**src/rtl/core/crc8cfr_pkg.sv**
```systemverilog
`default_nettype none

package crc8cfr_pkg;

    // Frame and request bytes
    localparam logic [7:0] FRAME_MARK = 8'h55;
    localparam logic [7:0] IDENT_REQ  = 8'h53;   // 'S'

    // CRC-8, MSB first, no final xor
    localparam logic [7:0] CRC_POLY   = 8'hE5;
    localparam logic [7:0] CRC_INIT   = 8'hFF;
    localparam logic [7:0] CRC_MSB    = 8'h80;

    // At most five field bytes are captured per frame
    localparam logic [2:0] MAX_FIELDS = 3'd5;

    // Ident reply "RDRV01"
    localparam logic [7:0] ID_CHAR_R    = 8'h52;
    localparam logic [7:0] ID_CHAR_D    = 8'h44;
    localparam logic [7:0] ID_CHAR_V    = 8'h56;
    localparam logic [7:0] ID_CHAR_0    = 8'h30;
    localparam logic [7:0] ID_CHAR_1    = 8'h31;
    localparam logic [2:0] IDENT_LAST   = 3'd5;

    // Field slots inside a frame
    localparam logic [2:0] SLOT_COMMAND  = 3'd0;
    localparam logic [2:0] SLOT_SEQUENCE = 3'd1;
    localparam logic [2:0] SLOT_PARAM_A  = 3'd2;
    localparam logic [2:0] SLOT_PARAM_B  = 3'd3;

    typedef enum logic [1:0] {
        KIND_CMD_OK  = 2'd0,
        KIND_CRC_BAD = 2'd1,
        KIND_NO_SYNC = 2'd2,
        KIND_IDENT   = 2'd3
    } kind_t;

    typedef struct packed {
        kind_t      kind;
        logic [7:0] command;
        logic [7:0] sequence_res;
        logic [7:0] param_a;
        logic [7:0] param_b;
        logic [7:0] param_c;
        logic [7:0] detail;
    } res_t;

    // One byte through the CRC register, eight shifts unrolled
    function automatic logic [7:0] crc8_step(input logic [7:0] crc, input logic [7:0] b);
        logic [7:0] v;
        v = crc ^ b;
        for (int k = 0; k < 8; k++) begin
            if ((v & CRC_MSB) != 8'h00) begin
                v = {v[6:0], 1'b0} ^ CRC_POLY;
            end else begin
                v = {v[6:0], 1'b0};
            end
        end
        return v;
    endfunction

    // Character of the ident reply at a given position
    function automatic logic [7:0] ident_char(input logic [2:0] idx);
        logic [7:0] c;
        case (idx)
            3'd0:    c = ID_CHAR_R;
            3'd1:    c = ID_CHAR_D;
            3'd2:    c = ID_CHAR_R;
            3'd3:    c = ID_CHAR_V;
            3'd4:    c = ID_CHAR_0;
            3'd5:    c = ID_CHAR_1;
            default: c = 8'h00;
        endcase
        return c;
    endfunction

endpackage

`default_nettype wire

```
**src/rtl/core/crc8cfr_parser.sv**
```systemverilog
`default_nettype none

module crc8cfr_parser
    import crc8cfr_pkg::*;
(
    input  wire logic       aclk,
    input  wire logic       aresetn,
    input  wire logic       rx_beat,
    input  wire logic [7:0] rx_byte,
    output      logic       res_valid,
    output      res_t       res
);

    typedef enum logic [3:0] {
        PH_IDLE   = 4'b0001,
        PH_LEN    = 4'b0010,
        PH_FIELDS = 4'b0100,
        PH_CRC    = 4'b1000
    } phase_t;

    phase_t     phase_reg,    phase_next;
    logic [7:0] crc_reg,      crc_next;
    logic [2:0] want_reg,     want_next;
    logic [2:0] seen_reg,     seen_next;
    logic [7:0] command_reg,  command_next;
    logic [7:0] sequence_reg, sequence_next;
    logic [7:0] param_a_reg,  param_a_next;
    logic [7:0] param_b_reg,  param_b_next;
    logic [7:0] param_c_reg,  param_c_next;

    logic [7:0] crc_step;
    logic [2:0] seen_inc;

    assign crc_step = crc8_step(crc_reg, rx_byte);
    assign seen_inc = seen_reg + 3'd1;

    // Parse one byte: next frame state and the result it causes
    always_comb begin
        phase_next    = phase_reg;
        crc_next      = crc_reg;
        want_next     = want_reg;
        seen_next     = seen_reg;
        command_next  = command_reg;
        sequence_next = sequence_reg;
        param_a_next  = param_a_reg;
        param_b_next  = param_b_reg;
        param_c_next  = param_c_reg;
        res_valid     = 1'b0;
        res           = '0;

        case (phase_reg)
            PH_IDLE: begin
                if (rx_byte == IDENT_REQ) begin
                    res_valid = 1'b1;
                    res.kind  = KIND_IDENT;
                end else if (rx_byte == FRAME_MARK) begin
                    if (rx_beat) begin
                        crc_next   = crc8_step(CRC_INIT, rx_byte);
                        phase_next = PH_LEN;
                    end
                end else begin
                    res_valid  = 1'b1;
                    res.kind   = KIND_NO_SYNC;
                    res.detail = rx_byte;
                end
            end
            PH_LEN: begin
                if (rx_beat) begin
                    crc_next  = crc_step;
                    seen_next = 3'd0;
                    if (rx_byte > 8'(MAX_FIELDS)) begin
                        want_next = MAX_FIELDS;
                    end else begin
                        want_next = rx_byte[2:0];
                    end
                    phase_next = (rx_byte == 8'h00) ? PH_CRC : PH_FIELDS;
                end
            end
            PH_FIELDS: begin
                if (rx_beat) begin
                    crc_next = crc_step;
                    case (seen_reg)
                        SLOT_COMMAND:  command_next  = rx_byte;
                        SLOT_SEQUENCE: sequence_next = rx_byte;
                        SLOT_PARAM_A:  param_a_next  = rx_byte;
                        SLOT_PARAM_B:  param_b_next  = rx_byte;
                        default:       param_c_next  = rx_byte;
                    endcase
                    seen_next = seen_inc;
                    if (seen_inc >= want_reg) begin
                        phase_next = PH_CRC;
                    end
                end
            end
            PH_CRC: begin
                res_valid        = 1'b1;
                res.command      = command_reg;
                res.sequence_res = sequence_reg;
                res.param_a      = param_a_reg;
                res.param_b      = param_b_reg;
                res.param_c      = param_c_reg;
                if (rx_byte == crc_reg) begin
                    res.kind = KIND_CMD_OK;
                end else begin
                    res.kind   = KIND_CRC_BAD;
                    res.detail = crc_reg;
                end
                // Drop the frame and return to idle
                if (rx_beat) begin
                    phase_next    = PH_IDLE;
                    crc_next      = CRC_INIT;
                    want_next     = 3'd0;
                    seen_next     = 3'd0;
                    command_next  = 8'h00;
                    sequence_next = 8'h00;
                    param_a_next  = 8'h00;
                    param_b_next  = 8'h00;
                    param_c_next  = 8'h00;
                end
            end
            default: begin
                phase_next = PH_IDLE;
            end
        endcase
    end

    // Frame state registers
    always_ff @(posedge aclk) begin
        if (!aresetn) begin
            phase_reg    <= PH_IDLE;
            crc_reg      <= CRC_INIT;
            want_reg     <= 3'd0;
            seen_reg     <= 3'd0;
            command_reg  <= 8'h00;
            sequence_reg <= 8'h00;
            param_a_reg  <= 8'h00;
            param_b_reg  <= 8'h00;
            param_c_reg  <= 8'h00;
        end else begin
            phase_reg    <= phase_next;
            crc_reg      <= crc_next;
            want_reg     <= want_next;
            seen_reg     <= seen_next;
            command_reg  <= command_next;
            sequence_reg <= sequence_next;
            param_a_reg  <= param_a_next;
            param_b_reg  <= param_b_next;
            param_c_reg  <= param_c_next;
        end
    end

endmodule

`default_nettype wire

```
**src/rtl/core/crc8cfr_out.sv**
```systemverilog
`default_nettype none

module crc8cfr_out
    import crc8cfr_pkg::*;
(
    input  wire logic aclk,
    input  wire logic aresetn,
    input  wire logic push,
    input  wire res_t push_res,
    output      logic push_ready,
    output      logic m_tvalid,
    input  wire logic m_tready,
    output      res_t m_res,
    output      logic m_tlast
);

    logic       out_valid_reg,  out_valid_next;
    res_t       out_res_reg,    out_res_next;
    logic       last_reg,       last_next;
    logic [2:0] idx_reg,        idx_next;
    logic       pend_valid_reg, pend_valid_next;
    res_t       pend_res_reg,   pend_res_next;

    logic       out_free;
    logic       advance;
    logic [2:0] idx_inc;
    res_t       load_res;

    assign out_free   = !out_valid_reg || (m_tready && last_reg);
    assign advance    = out_valid_reg && m_tready && !last_reg;
    assign idx_inc    = idx_reg + 3'd1;
    assign load_res   = pend_valid_reg ? pend_res_reg : push_res;
    assign push_ready = !pend_valid_reg;

    // Step through ident beats, refill from the skid entry or the parser
    always_comb begin
        out_valid_next  = out_valid_reg;
        out_res_next    = out_res_reg;
        last_next       = last_reg;
        idx_next        = idx_reg;
        pend_valid_next = pend_valid_reg;
        pend_res_next   = pend_res_reg;

        if (advance) begin
            idx_next            = idx_inc;
            out_res_next.detail = ident_char(idx_inc);
            last_next           = (idx_inc == IDENT_LAST);
        end else if (out_free) begin
            if (pend_valid_reg || push) begin
                out_valid_next = 1'b1;
                out_res_next   = load_res;
                idx_next       = 3'd0;
                if (load_res.kind == KIND_IDENT) begin
                    out_res_next.detail = ident_char(3'd0);
                    last_next           = 1'b0;
                end else begin
                    last_next = 1'b1;
                end
                pend_valid_next = 1'b0;
            end else begin
                out_valid_next = 1'b0;
            end
        end

        // Park a new result while the output register is busy
        if (push && !(out_free && !pend_valid_reg)) begin
            pend_valid_next = 1'b1;
            pend_res_next   = push_res;
        end
    end

    always_ff @(posedge aclk) begin
        if (!aresetn) begin
            out_valid_reg  <= 1'b0;
            pend_valid_reg <= 1'b0;
            last_reg       <= 1'b0;
            idx_reg        <= 3'd0;
        end else begin
            out_valid_reg  <= out_valid_next;
            pend_valid_reg <= pend_valid_next;
            last_reg       <= last_next;
            idx_reg        <= idx_next;
        end
    end

    // Result payload, no reset
    always_ff @(posedge aclk) begin
        out_res_reg  <= out_res_next;
        pend_res_reg <= pend_res_next;
    end

    assign m_tvalid = out_valid_reg;
    assign m_res    = out_res_reg;
    assign m_tlast  = last_reg;

endmodule

`default_nettype wire

```
**src/rtl/core/crc8_command_frame_receiver.sv**
```systemverilog
// A result beat is registered in the output register, or parked in the skid entry while it is busy.
// Throughput: one byte per cycle while s_tready is high; the parser state and an unrolled CRC-8 step set this.
// An ident request gives six result beats; one skid entry behind the output register
// lets input continue while they drain, and s_tready drops only when that entry is full.
// Reset (aresetn low, synchronous): parser idle, CRC at 0xFF, held fields cleared, no beats.
`default_nettype none

module crc8_command_frame_receiver
    import crc8cfr_pkg::*;
(
    input  wire logic        aclk,
    input  wire logic        aresetn,
    input  wire logic        s_tvalid,
    output      logic        s_tready,
    input  wire logic [7:0]  s_tdata,   // [7:0] rx_byte
    output      logic        m_tvalid,
    input  wire logic        m_tready,
    output      logic [47:0] m_tdata,   // [7:0] command, [15:8] sequence_res,
                                        // [23:16] param_a, [31:24] param_b,
                                        // [39:32] param_c, [47:40] detail
    output      logic [1:0]  m_tuser,   // [1:0] kind
    output      logic        m_tlast    // last
);

    logic rx_beat;
    logic res_valid;
    res_t res;
    res_t m_res;

    assign rx_beat = s_tvalid && s_tready;

    crc8cfr_parser u_parser (
        .aclk      (aclk),
        .aresetn   (aresetn),
        .rx_beat   (rx_beat),
        .rx_byte   (s_tdata),
        .res_valid (res_valid),
        .res       (res)
    );

    crc8cfr_out u_out (
        .aclk       (aclk),
        .aresetn    (aresetn),
        .push       (rx_beat && res_valid),
        .push_res   (res),
        .push_ready (s_tready),
        .m_tvalid   (m_tvalid),
        .m_tready   (m_tready),
        .m_res      (m_res),
        .m_tlast    (m_tlast)
    );

    // Pack result fields, lowest first
    assign m_tdata = {m_res.detail, m_res.param_c, m_res.param_b, m_res.param_a,
                      m_res.sequence_res, m_res.command};
    assign m_tuser = m_res.kind;

endmodule

`default_nettype wire

```
**config.mk**
```make
export PLATFORM = sky130hd
export DESIGN_NAME = crc8_command_frame_receiver
export DESIGN_NICKNAME = d
export VERILOG_FILES = /design/src/rtl/core/crc8cfr_pkg.sv /design/src/rtl/core/crc8cfr_parser.sv /design/src/rtl/core/crc8cfr_out.sv /design/src/rtl/core/crc8_command_frame_receiver.sv
export SDC_FILE = /design/constraint.sdc
export NUM_CORES = 1
export LEC_CHECK = 0
export BUFFER_PORTS_ARGS = -buffer_cell sky130_fd_sc_hd__buf_2
export CELL_PAD_IN_SITES_DETAIL_PLACEMENT = 1
export CELL_PAD_IN_SITES_GLOBAL_PLACEMENT = 2
export CORE_MARGIN = 2
export CORE_UTILIZATION = 41
export CTS_CLUSTER_DIAMETER = 40
export DETAILED_ROUTE_END_ITERATION = 6
export PLACE_DENSITY = 0.86
export REMOVE_ABC_BUFFERS = 1
export SLEW_MARGIN = 20
export SYNTH_ARGS = -nofsm -noshare
export SYNTH_HDL_FRONTEND = slang
export SYNTH_HIERARCHICAL = 1
export SYNTH_SLANG_ARGS = --single-unit
```
**constraint.sdc**
```tcl
create_clock -name aclk -period 4.6 [get_ports aclk]
set_input_delay 0.46 -clock aclk [delete_from_list [all_inputs] [get_ports aclk]]
set_output_delay 0.46 -clock aclk [all_outputs]
set_load 0.05 [all_outputs]
```
==> results of run 1 <==
-- metal layers --
metal	track usage (%)	wire length [µm]	share of wire, %	up-vias
met1	24.2	7950	45	2451
met3	3.17	559	3.2	24
met2	30.7	8620	49	112
li1	-	-	-	2368
met5	0	0	0	-
met4	7.63	362	2.1	0
-- power groups by stage --
stage               Combinational [mW]  Clock (mW)  Sequential (mW)
detailed placement               0.595           0             1.73
global route                     0.634        1.54             1.71
floorplan                        0.236           0             1.94
CTS                              0.598        1.49             1.70
finish                           0.600        1.46             1.70
global placement                 0.580           0             1.73
-- kinds of logic after synthesis --
group,count (synthesis),synth area share (%)
compound gates,87,7.50
xor+xnor,44,7.21
fa+ha+maj,18,2.90
buf+inv,49,2.72
flops,164,55.2
mux,89,12.2
simple gates,177,12.3
-- layout make-up --
class	count	area, µm²	area share [%]
well taps	234	293	3.29
clock inverters	12	155	1.74
flip-flops and latches	164	4290	48.2
repair buffers	69	370	4.16
clock buffers	20	457	5.13
multi-input cells	415	3280	36.9
inverters	15	56.3	0.633
-- metrics by stage --
step	cells	setup WS (ns)	hold slack (ns)	total power [mW]
final	929	1.39	0.362	3.75
after global routing	929	1.08	0.367	3.89
after CTS	928	1.20	0.344	3.79
after detailed placement	896	1.22	0.450	2.33
after global placement	896	1.50	0.445	2.31
after floorplan	594	-0.856	0.432	2.18
-- cells in the mapped netlist (10+ instances only) --
| cell type | instances |
|---|---|
| buf_2 | 16 |
| xnor2_1 | 22 |
| a21oi_1 | 21 |
| and2_1 | 43 |
| xor2_1 | 10 |
| o21ai_0 | 11 |
| dfxtp_1 | 64 |
| nor2b_1 | 11 |
| mux2i_1 | 46 |
| nor2_1 | 59 |
| nand2_1 | 22 |
| clkbuf_1 | 15 |
| mux2_1 | 43 |
| inv_1 | 12 |
| edfxtp_1 | 100 |
| ha_1 | 18 |
-- final timing paths --
path	startpoint	to
setup reg to reg	u_parser/phase_reg[0]$_SDFFE_PN1P_	u_out/pend_res_reg[26]$_DFFE_PP_
hold / removal	aresetn	u_parser/phase_reg[0]$_SDFFE_PN1P_
setup / recovery	u_parser/phase_reg[0]$_SDFFE_PN1P_	u_out/pend_res_reg[26]$_DFFE_PP_
hold reg to reg	u_parser/want_reg[1]$_SDFFE_PN0P_	u_parser/want_reg[1]$_SDFFE_PN0P_
==> reports/metrics.yaml, run 1 <==
clock_tree:
  post_cts_buffers: 0
  clock-root-buffer: "clkbuf_16"
  numCtsBuffers: 17
  ctsHoldBuffers: 0
  clk_latency_ns: 0.43
  clock_path_buffers: 2
  cts_max_level: 4
  cts_tree: "built"
  post_cts_resized: 0
  cts_sinks: 164
  path_clk_slew_ns: 0.07
critical_path:
  reg2reg_slack_ns: 1.39
  cp.depth: 6
  worstPathArrival_ns: 3.29
  slowest_delay_ns: 0.62
  path_cells: "nor4b_2 > nand2_1 > nand2_1 > and3_1 > o21a_2 > buf_4"
  cp_num_buf_inv: 1
  end_kind: "flip-flop"
  cpMostUsedCell: "nand2_1"
  critPathMaxFanout: 29
  required_ns: 4.68
  worstSetupStartpointType: "flip-flop"
  worstSetupPathType: "reg2reg"
  cpLargestDelayFamily: "simple AND/OR/NAND/NOR gates"
  crit_slowest_cell: "nor4b_2"
  rr_worst_depth: 6
logic_synthesis:
  synthCells: 628
  synthTopCellsByArea: "edfxtp_1 39%, dfxtp_1 17%, mux2_1 6.2%"
  synth_largest_area_cell: "edfxtp_1"
  synth_ff_type: "edfxtp_1"
  ys_types: 66
  syn-cell-area_um2: 7760
  yosys.area.top_type_share_pct: 38.7
  ys_ff_latch: 164
  async_reset_ff_share_pct: 0
  avgSynthCellArea_um2: 12.4
  ys_seq_area_share_pct: 55.2
  yosysWarnings: 6
  synth_edf_count: 100
floorplan:
  ioPinCount: 65
  core_um2: 18600
  dieArea_um2: 20000
  initial_core_util_pct: 41.6
  die_h_um: 142
  die_x_um: 142
  rows: 50
route:
  vias: 4955
  wire_per_inst_um: 18.8
  via_per_inst: 5.33
  drt_first_pass_iters: 4
  remaining_drc_errors: 0
  drtAntennaViolNets: 0
  drt_iter0_drc: 322
  drt-total-wl_um: 17500
pwr:
  p_clk_share_pct: 38.8
  p_sw_mw: 1.02
  switching_share_pct: 27.3
  seq_power_share_pct: 45.2
  p_leak_nw: 3.76
  p_int_mw: 2.73
  peakVddDrop_v: 0.000260
  p_per_area_nw_per_um2: 422
  p_comb_share_pct: 16.0
sta:
  worst_pin_slew_ns: 0.984
  slew_viol_final: 0
  skew_ns: 0.0106
  setup_viol: 0
  fmax_mhz: 311
  hold_viol: 0
  layout_min_cycle_time_ns: 3.21
  relSlewSlack_pct: 34.3
  rsz0062_at_grt: "false"
  setup-tns-final_ns: 0
  timing.final.crit_share_pct: 69.9
cells_and_area:
  num-nets-final: 712
  drive_above_1_share_pct: 16.3
  fillers: 1968
  antenna_cells: 0
  syn_to_final_growth_pct: 14.6
  layout_commonest_cell: "edfxtp_1"
  layout_common_cells: "100 x edfxtp_1, 64 x buf_2, 63 x dfxtp_1, 58 x nor2_1, 46 x mux2i_1"
  postLayoutCellArea_um2: 8900
  final_util_pct: 47.7
grt:
  antenna_found_initial: 0
  grt_pass1_vias: 5193
  grt_max_degree: 57
  grt_pass1_wl_um: 28600
  grtUsageTotal_pct: 18.5
  grt_overflow: 0
placed_design:
  gp_congestion: 0.904
  io_buffer_count: 64
  post-dp-hpwl_um: 12200
  placed_cell_area_um2: 8260
worst_hold_path:
  hold_path.class: "in2reg"
  hold_depth: 2
run_status:
  status: "completed"
flow_run:
  maxCapViolations: 0
Note: power is estimated with default switching activity, not from simulation.
==> run 2: changes to the inputs <==
CORE_UTILIZATION = 37   (was 41)
PLACE_DENSITY = 0.82   (was 0.86)
clock period = 2.9 ns   (was 4.6 ns; I/O delays follow)
==> run 2 against run 1 <==
Total power increased by 55%. Utilization decreased by 3.7 points. Critical path depth rose by 1. Cell count up 4.8%. Die area grew 10%. Sequential share of layout area decreased by 0.52 points. Count of clock-buffer cells in the layout down 2. Flip-flop and latch count stayed put. Worst hold slack lost 0.15 ns. Combinational power increased by 62%. Design area up 1.1%. Clock power up 49%.
==> reports/metrics.yaml, run 2 (synthesis gave the netlist of run 1 again) <==
cells_and_area:
  antenna_cells: 0  # unchanged
  drive_above_1_share_pct: 17.5  # +1.2 points
  layout_common_cells: "100 x edfxtp_1, 64 x buf_2, 63 x dfxtp_1, 58 x nor2_1, 46 x mux2i_1"
  multi_input_area_um2: 3280  # unchanged
  num-nets-final: 721  # +1.3%
  regArea_um2: 4290  # unchanged
  syn_to_final_growth_pct: 15.9
  layout_commonest_cell: "edfxtp_1"
  fillers: 2171  # +10%
pwr:
  p_total_mw: 5.83  # +55%
  seq_power_share_pct: 46.1  # +0.9 points
  switching_share_pct: 28.9  # +1.6 points
  p_clk_share_pct: 37.3  # -1.5 points
  peakVddDrop_v: 0.000374  # +44%
  p_int_mw: 4.15  # +52%
  p_per_area_nw_per_um2: 648  # +54%
  p_comb_share_pct: 16.6  # +0.6 points
  p_leak_nw: 3.80  # +0.97%
  p_sw_mw: 1.68  # +64%
sta:
  setup-tns-final_ns: 0  # unchanged
  setup_viol: 0  # unchanged
  fmax_mhz: 381  # +22%
  hold_viol: 0  # unchanged
  layout_min_cycle_time_ns: 2.62  # -0.590 ns
  finalWorstSetupSlack_ns: 0.275  # -1.11 ns
  slew_viol_final: 0  # unchanged
  hold-worst-slack_ns: 0.213  # -0.149 ns
  worst_pin_slew_ns: 0.922  # -0.0616 ns
  relSlewSlack_pct: 38.4  # +4.1 points
  skew_ns: 0.00705  # -0.00353 ns
  rsz0062_at_grt: "false"
  timing.final.crit_share_pct: 90.5  # +21 points
critical_path:
  path_cells: "xnor2_1 > ha_1 > xor3_2 > xnor3_2 > xnor3_1 > a2111oi_2 > o21ai_1"
  critPathMaxFanout: 4  # -86%
  end_kind: "flip-flop"
  worstSetupPathType: "reg2reg"
  crit_slowest_cell: "xnor3_2"
  cp_num_buf_inv: 0  # -1
  slowest_delay_ns: 0.41  # -0.21 ns
  worstSetupStartpointType: "flip-flop"
  required_ns: 3.20  # -1.48 ns
  worstPathArrival_ns: 2.93  # -0.36 ns
  cpLargestDelayFamily: "XOR/XNOR gates"
clock_tree:
  clock_path_buffers: 2  # unchanged
  clock-root-buffer: "clkbuf_16"
  cts_max_level: 4  # unchanged
  post_cts_buffers: 0  # unchanged
  cts_sinks: 164  # unchanged
  numCtsBuffers: 17  # unchanged
  path_clk_slew_ns: 0.06  # about the same
  cts_tree: "built"
  clk_latency_ns: 0.43  # about the same
  post_cts_resized: 0  # unchanged
  ctsHoldBuffers: 0  # unchanged
grt:
  grt_overflow: 0  # unchanged
  grtUsageTotal_pct: 16.7  # -1.9 points
  antenna_found_initial: 0  # unchanged
  grt_pass1_wl_um: 28500  # -0.39%
  grt_max_degree: 57  # unchanged
  grt_pass1_vias: 5242  # +0.94%
route:
  vias: 4954  # -0.020%
  drt_iter0_drc: 250  # -22%
  drt_first_pass_iters: 4  # unchanged
  remaining_drc_errors: 0  # unchanged
  wire_per_inst_um: 18.2  # -3.4%
  drt-total-wl_um: 17700  # +1.3%
  via_per_inst: 5.09  # -4.6%
  drtAntennaViolNets: 0  # unchanged
floorplan:
  ioPinCount: 65  # unchanged
  dieArea_um2: 22100  # +10%
  die_x_um: 149  # +5.1%
  rows: 52  # +4.0%
  initial_core_util_pct: 38.0  # -3.6 points
  core_um2: 20400  # +9.6%
  die_h_um: 149  # +5.1%
placed_design:
  gp_congestion: 0.954  # +5.5%
  post-dp-hpwl_um: 12600  # +3.3%
  io_buffer_count: 64  # unchanged
  place_ws_ns: 0.146  # -1.08 ns
flow_run:
  maxCapViolations: 0  # unchanged
run_status:
  status: "completed"
worst_hold_path:
  hold_path.class: "in2reg"
run 2: power groups by stage:
stage,combinational [mW],clock [mW],sequential [mW]
after global placement,0.953,0,2.73
final,0.969,2.17,2.68
after global routing,1.03,2.31,2.70
after detailed placement,0.973,0,2.74
after floorplan,0.375,0,3.08
after CTS,0.976,2.22,2.69
run 2: worst reg2reg max path: cells and delay by family (launching register included):
family,cells,cell delay (ns)
adders and majority gates,1,0.34
AOI/OAI and AO/OA,2,0.48
xor gates and xnor gates,4,1.36
DFF,1,0.33
run 2: routing by layer:
metal | wire length, µm | vias up | part of all wire [%] | global-route usage [%]
met3 | 498 | 19 | 2.8 | 3.27
met4 | 232 | 0 | 1.3 | 4.81
met1 | 8130 | 2469 | 46 | 21.3
met5 | 0 | - | 0 | 0
met2 | 8870 | 80 | 50 | 28.8
li1 | - | 2386 | - | -
run 2: area by class of cell:
| cell class | instances | area share, % |
|---|---|---|
| tap | 270 | 3.76 |
| clock buffer | 18 | 4.77 |
| inverter | 15 | 0.626 |
| clock inverter | 14 | 1.57 |
| multi-input combinational | 415 | 36.5 |
| timing repair buffer | 78 | 5.15 |
| sequential | 164 | 47.7 |
run 2: worst paths after layout:
check | end | start | cells after the start | slack, ns
worst max-delay path | u_parser/crc_reg[5]$_SDFFE_PN1P_ | u_parser/crc_reg[5]$_SDFFE_PN1P_ | 7 | 0.28
worst min-delay path | u_parser/phase_reg[0]$_SDFFE_PN1P_ | aresetn | 2 | 0.21
worst max register to register | u_parser/crc_reg[5]$_SDFFE_PN1P_ | u_parser/crc_reg[5]$_SDFFE_PN1P_ | 7 | 0.28
worst min register to register | u_parser/want_reg[2]$_SDFFE_PN0P_ | u_parser/want_reg[2]$_SDFFE_PN0P_ | 2 | 0.47
run 2: metrics by stage:
step / instance area (µm²) / std cells / utilization [%]
5_1_grt: 8990 / 974 / 44.0
4_1_cts: 8990 / 974 / 44.0
6_report: 8990 / 974 / 44.0
2_1_floorplan: 7600 / 594 / -
3_3_place_gp: 8420 / 942 / 41.2
3_5_place_dp: 8420 / 942 / 41.2
==> run 3: changes to the inputs <==
CORE_ASPECT_RATIO = 0.9   (was default)
==> run 3 against run 2 <==
Utilization down 0.47 points. Clock power up 4%. Design area up 0.28%. Clock skew up 0.0018 ns. Worst setup slack better by 0.0032 ns. Routed wire length down 0.48%. Maximum frequency up 0.12%. Worst hold slack better by 0.015 ns. Register-to-register slack about the same. Largest power group unchanged. Highest routed layer unchanged.
==> reports/metrics.yaml, run 3 (synthesis gave the netlist of run 1 again) <==
route:
  via_per_inst: 5.01  # -1.6%
  drt_first_pass_iters: 6  # +2
  wl_met1_um: 8270  # +1.7%
  route.met3.wl_um: 568  # +14%
  routed-wl-met2_um: 8650  # -2.4%
  drtAntennaViolNets: 0  # unchanged
  remaining_drc_errors: 0  # unchanged
  vias: 4957  # +0.061%
  drt-total-wl_um: 17600  # -0.48%
  wire_per_inst_um: 17.8  # -2.1%
  top_layer_used: "met4"
  drt_iter0_drc: 214  # -14%
cells_and_area:
  antenna_cells: 0  # unchanged
  fillers: 2185  # +0.64%
  syn_to_final_growth_pct: 16.2
  regArea_um2: 4290  # unchanged
  postLayoutCellArea_um2: 9020  # +0.28%
  stdcell_count: 990  # +1.6%
  layout_common_cells: "100 x edfxtp_1, 64 x buf_2, 63 x dfxtp_1, 58 x nor2_1, 46 x mux2i_1"
  multi_input_area_um2: 3280  # unchanged
  layout_commonest_cell: "edfxtp_1"
  drive_above_1_share_pct: 16.9  # -0.57 points
  num-nets-final: 721  # unchanged
  final_util_pct: 43.5  # -0.47 points
grt:
  grt_pass1_vias: 5240  # -0.038%
  grt_max_degree: 55  # -3.5%
  grt_pass1_wl_um: 28400  # -0.43%
  grtUsageTotal_pct: 16.4  # -0.24 points
  antenna_found_initial: 0  # unchanged
  grt_overflow: 0  # unchanged
sta:
  timing.final.crit_share_pct: 90.4  # -0.11 points
  hold_viol: 0  # unchanged
  slew_viol_final: 0  # unchanged
  worst_pin_slew_ns: 0.977  # +0.0553 ns
  rsz0062_at_grt: "false"
  finalWorstSetupSlack_ns: 0.279  # +0.00317 ns
  skew_ns: 0.00886  # +0.00181 ns
  fmax_mhz: 381  # +0.12%
  relSlewSlack_pct: 34.7  # -3.7 points
  setup_viol: 0  # unchanged
  layout_min_cycle_time_ns: 2.62  # -0.00317 ns
placed_design:
  place_ws_ns: 0.125  # -0.0207 ns
  gp_congestion: 0.853  # -11%
  io_buffer_count: 64  # unchanged
  post-dp-hpwl_um: 12500  # -1.2%
  placed_cell_area_um2: 8430  # about the same
  placed_cells: 958  # +1.7%
pwr:
  peakVddDrop_v: 0.000322  # -14%
  p_leak_nw: 3.80  # about the same
  p_total_mw: 5.90  # +1.2%
  p_per_area_nw_per_um2: 654  # +0.97%
floorplan:
  die_h_um: 141  # -5.0%
  core_um2: 20700  # +1.4%
  rows: 50  # -3.8%
  ioPinCount: 65  # unchanged
  die_x_um: 157  # +5.3%
  dieArea_um2: 22100  # about the same
  initial_core_util_pct: 37.5  # -0.51 points
clock_tree:
  post_cts_resized: 0  # unchanged
  clock_path_buffers: 2  # unchanged
  clock-root-buffer: "clkbuf_16"
  path_clk_slew_ns: 0.07  # about the same
  cts_max_level: 4  # unchanged
  ctsHoldBuffers: 0  # unchanged
  clk_latency_ns: 0.42  # about the same
  cts_tree: "built"
  numCtsBuffers: 17  # unchanged
  post_cts_buffers: 0  # unchanged
  cts_sinks: 164  # unchanged
critical_path:
  worstSetupPathType: "reg2reg"
  critPathMaxFanout: 4  # unchanged
  worstPathArrival_ns: 2.92  # about the same
  rr_worst_depth: 7  # unchanged
  crit_slowest_cell: "xnor3_2"
  slowest_delay_ns: 0.41  # about the same
  required_ns: 3.20  # about the same
  reg2reg_slack_ns: 0.28  # about the same
  path_cells: "xnor2_1 > ha_1 > xor3_2 > xnor3_2 > xnor3_1 > a2111oi_2 > o21ai_1"
  worstSetupStartpointType: "flip-flop"
  end_kind: "flip-flop"
flow_run:
  maxCapViolations: 0  # unchanged
worst_hold_path:
  hold_path.class: "in2reg"
  hold_depth: 2  # unchanged
run_status:
  status: "completed"
==> run 3: cell types whose count changed in the layout (fill, tap and decap cells not counted), sizes merged <==
cell    change
bufinv      +2
inv         -5
clkinv      +3
==> run 3: cell type report <==
cell class                      instances  share of cell area, %
Clock inverter                         14                   1.76
Sequential cell                       164                   47.5
Multi-Input combinational cell        415                   36.4
Tap cell                              286                   3.97
Inverter                               15                  0.624
Timing Repair Buffer                   78                   5.00
Clock buffer                           18                   4.76
==> run 3: worst max-delay path, delay by kind of cell, from the launching register on <==
kind,cells,cell delay (ns)
fa+ha+maj,1,0.34
flops,1,0.34
xor+xnor,4,1.35
compound gates,2,0.44
==> run 3: per-layer routing <==
layer	vias up	track usage, %
li1	2380	-
met1	2492	21.6
met2	71	27.6
met3	14	3.39
met4	0	4.68
met5	-	0
==> run 3: path summary, 6_finish.rpt <==
check / end / startpoint
worst max-delay path: u_parser/crc_reg[5]$_SDFFE_PN1P_ / u_parser/crc_reg[5]$_SDFFE_PN1P_
worst min-delay path: u_parser/crc_reg[5]$_SDFFE_PN1P_ / aresetn
worst max register to register: u_parser/crc_reg[5]$_SDFFE_PN1P_ / u_parser/crc_reg[5]$_SDFFE_PN1P_
worst min register to register: u_parser/seen_reg[2]$_SDFFE_PN0P_ / u_parser/seen_reg[2]$_SDFFE_PN0P_
==> run 3: report_power, final <==
group	internal [mW]	switching, mW
registers	2.64	0.0480
clock network	1.35	0.910
logic	0.293	0.659
==> run 3: stage by stage <==
| step | hold WS [ns] | TNS [ns] |
|---|---|---|
| 3_3_place_gp | 0.441 | 0 |
| 5_1_grt | 0.221 | 0 |
| 6_report | 0.228 | 0 |
| 3_5_place_dp | 0.461 | 0 |
| 4_1_cts | 0.209 | 0 |
| 2_1_floorplan | 0.366 | -309.01 |
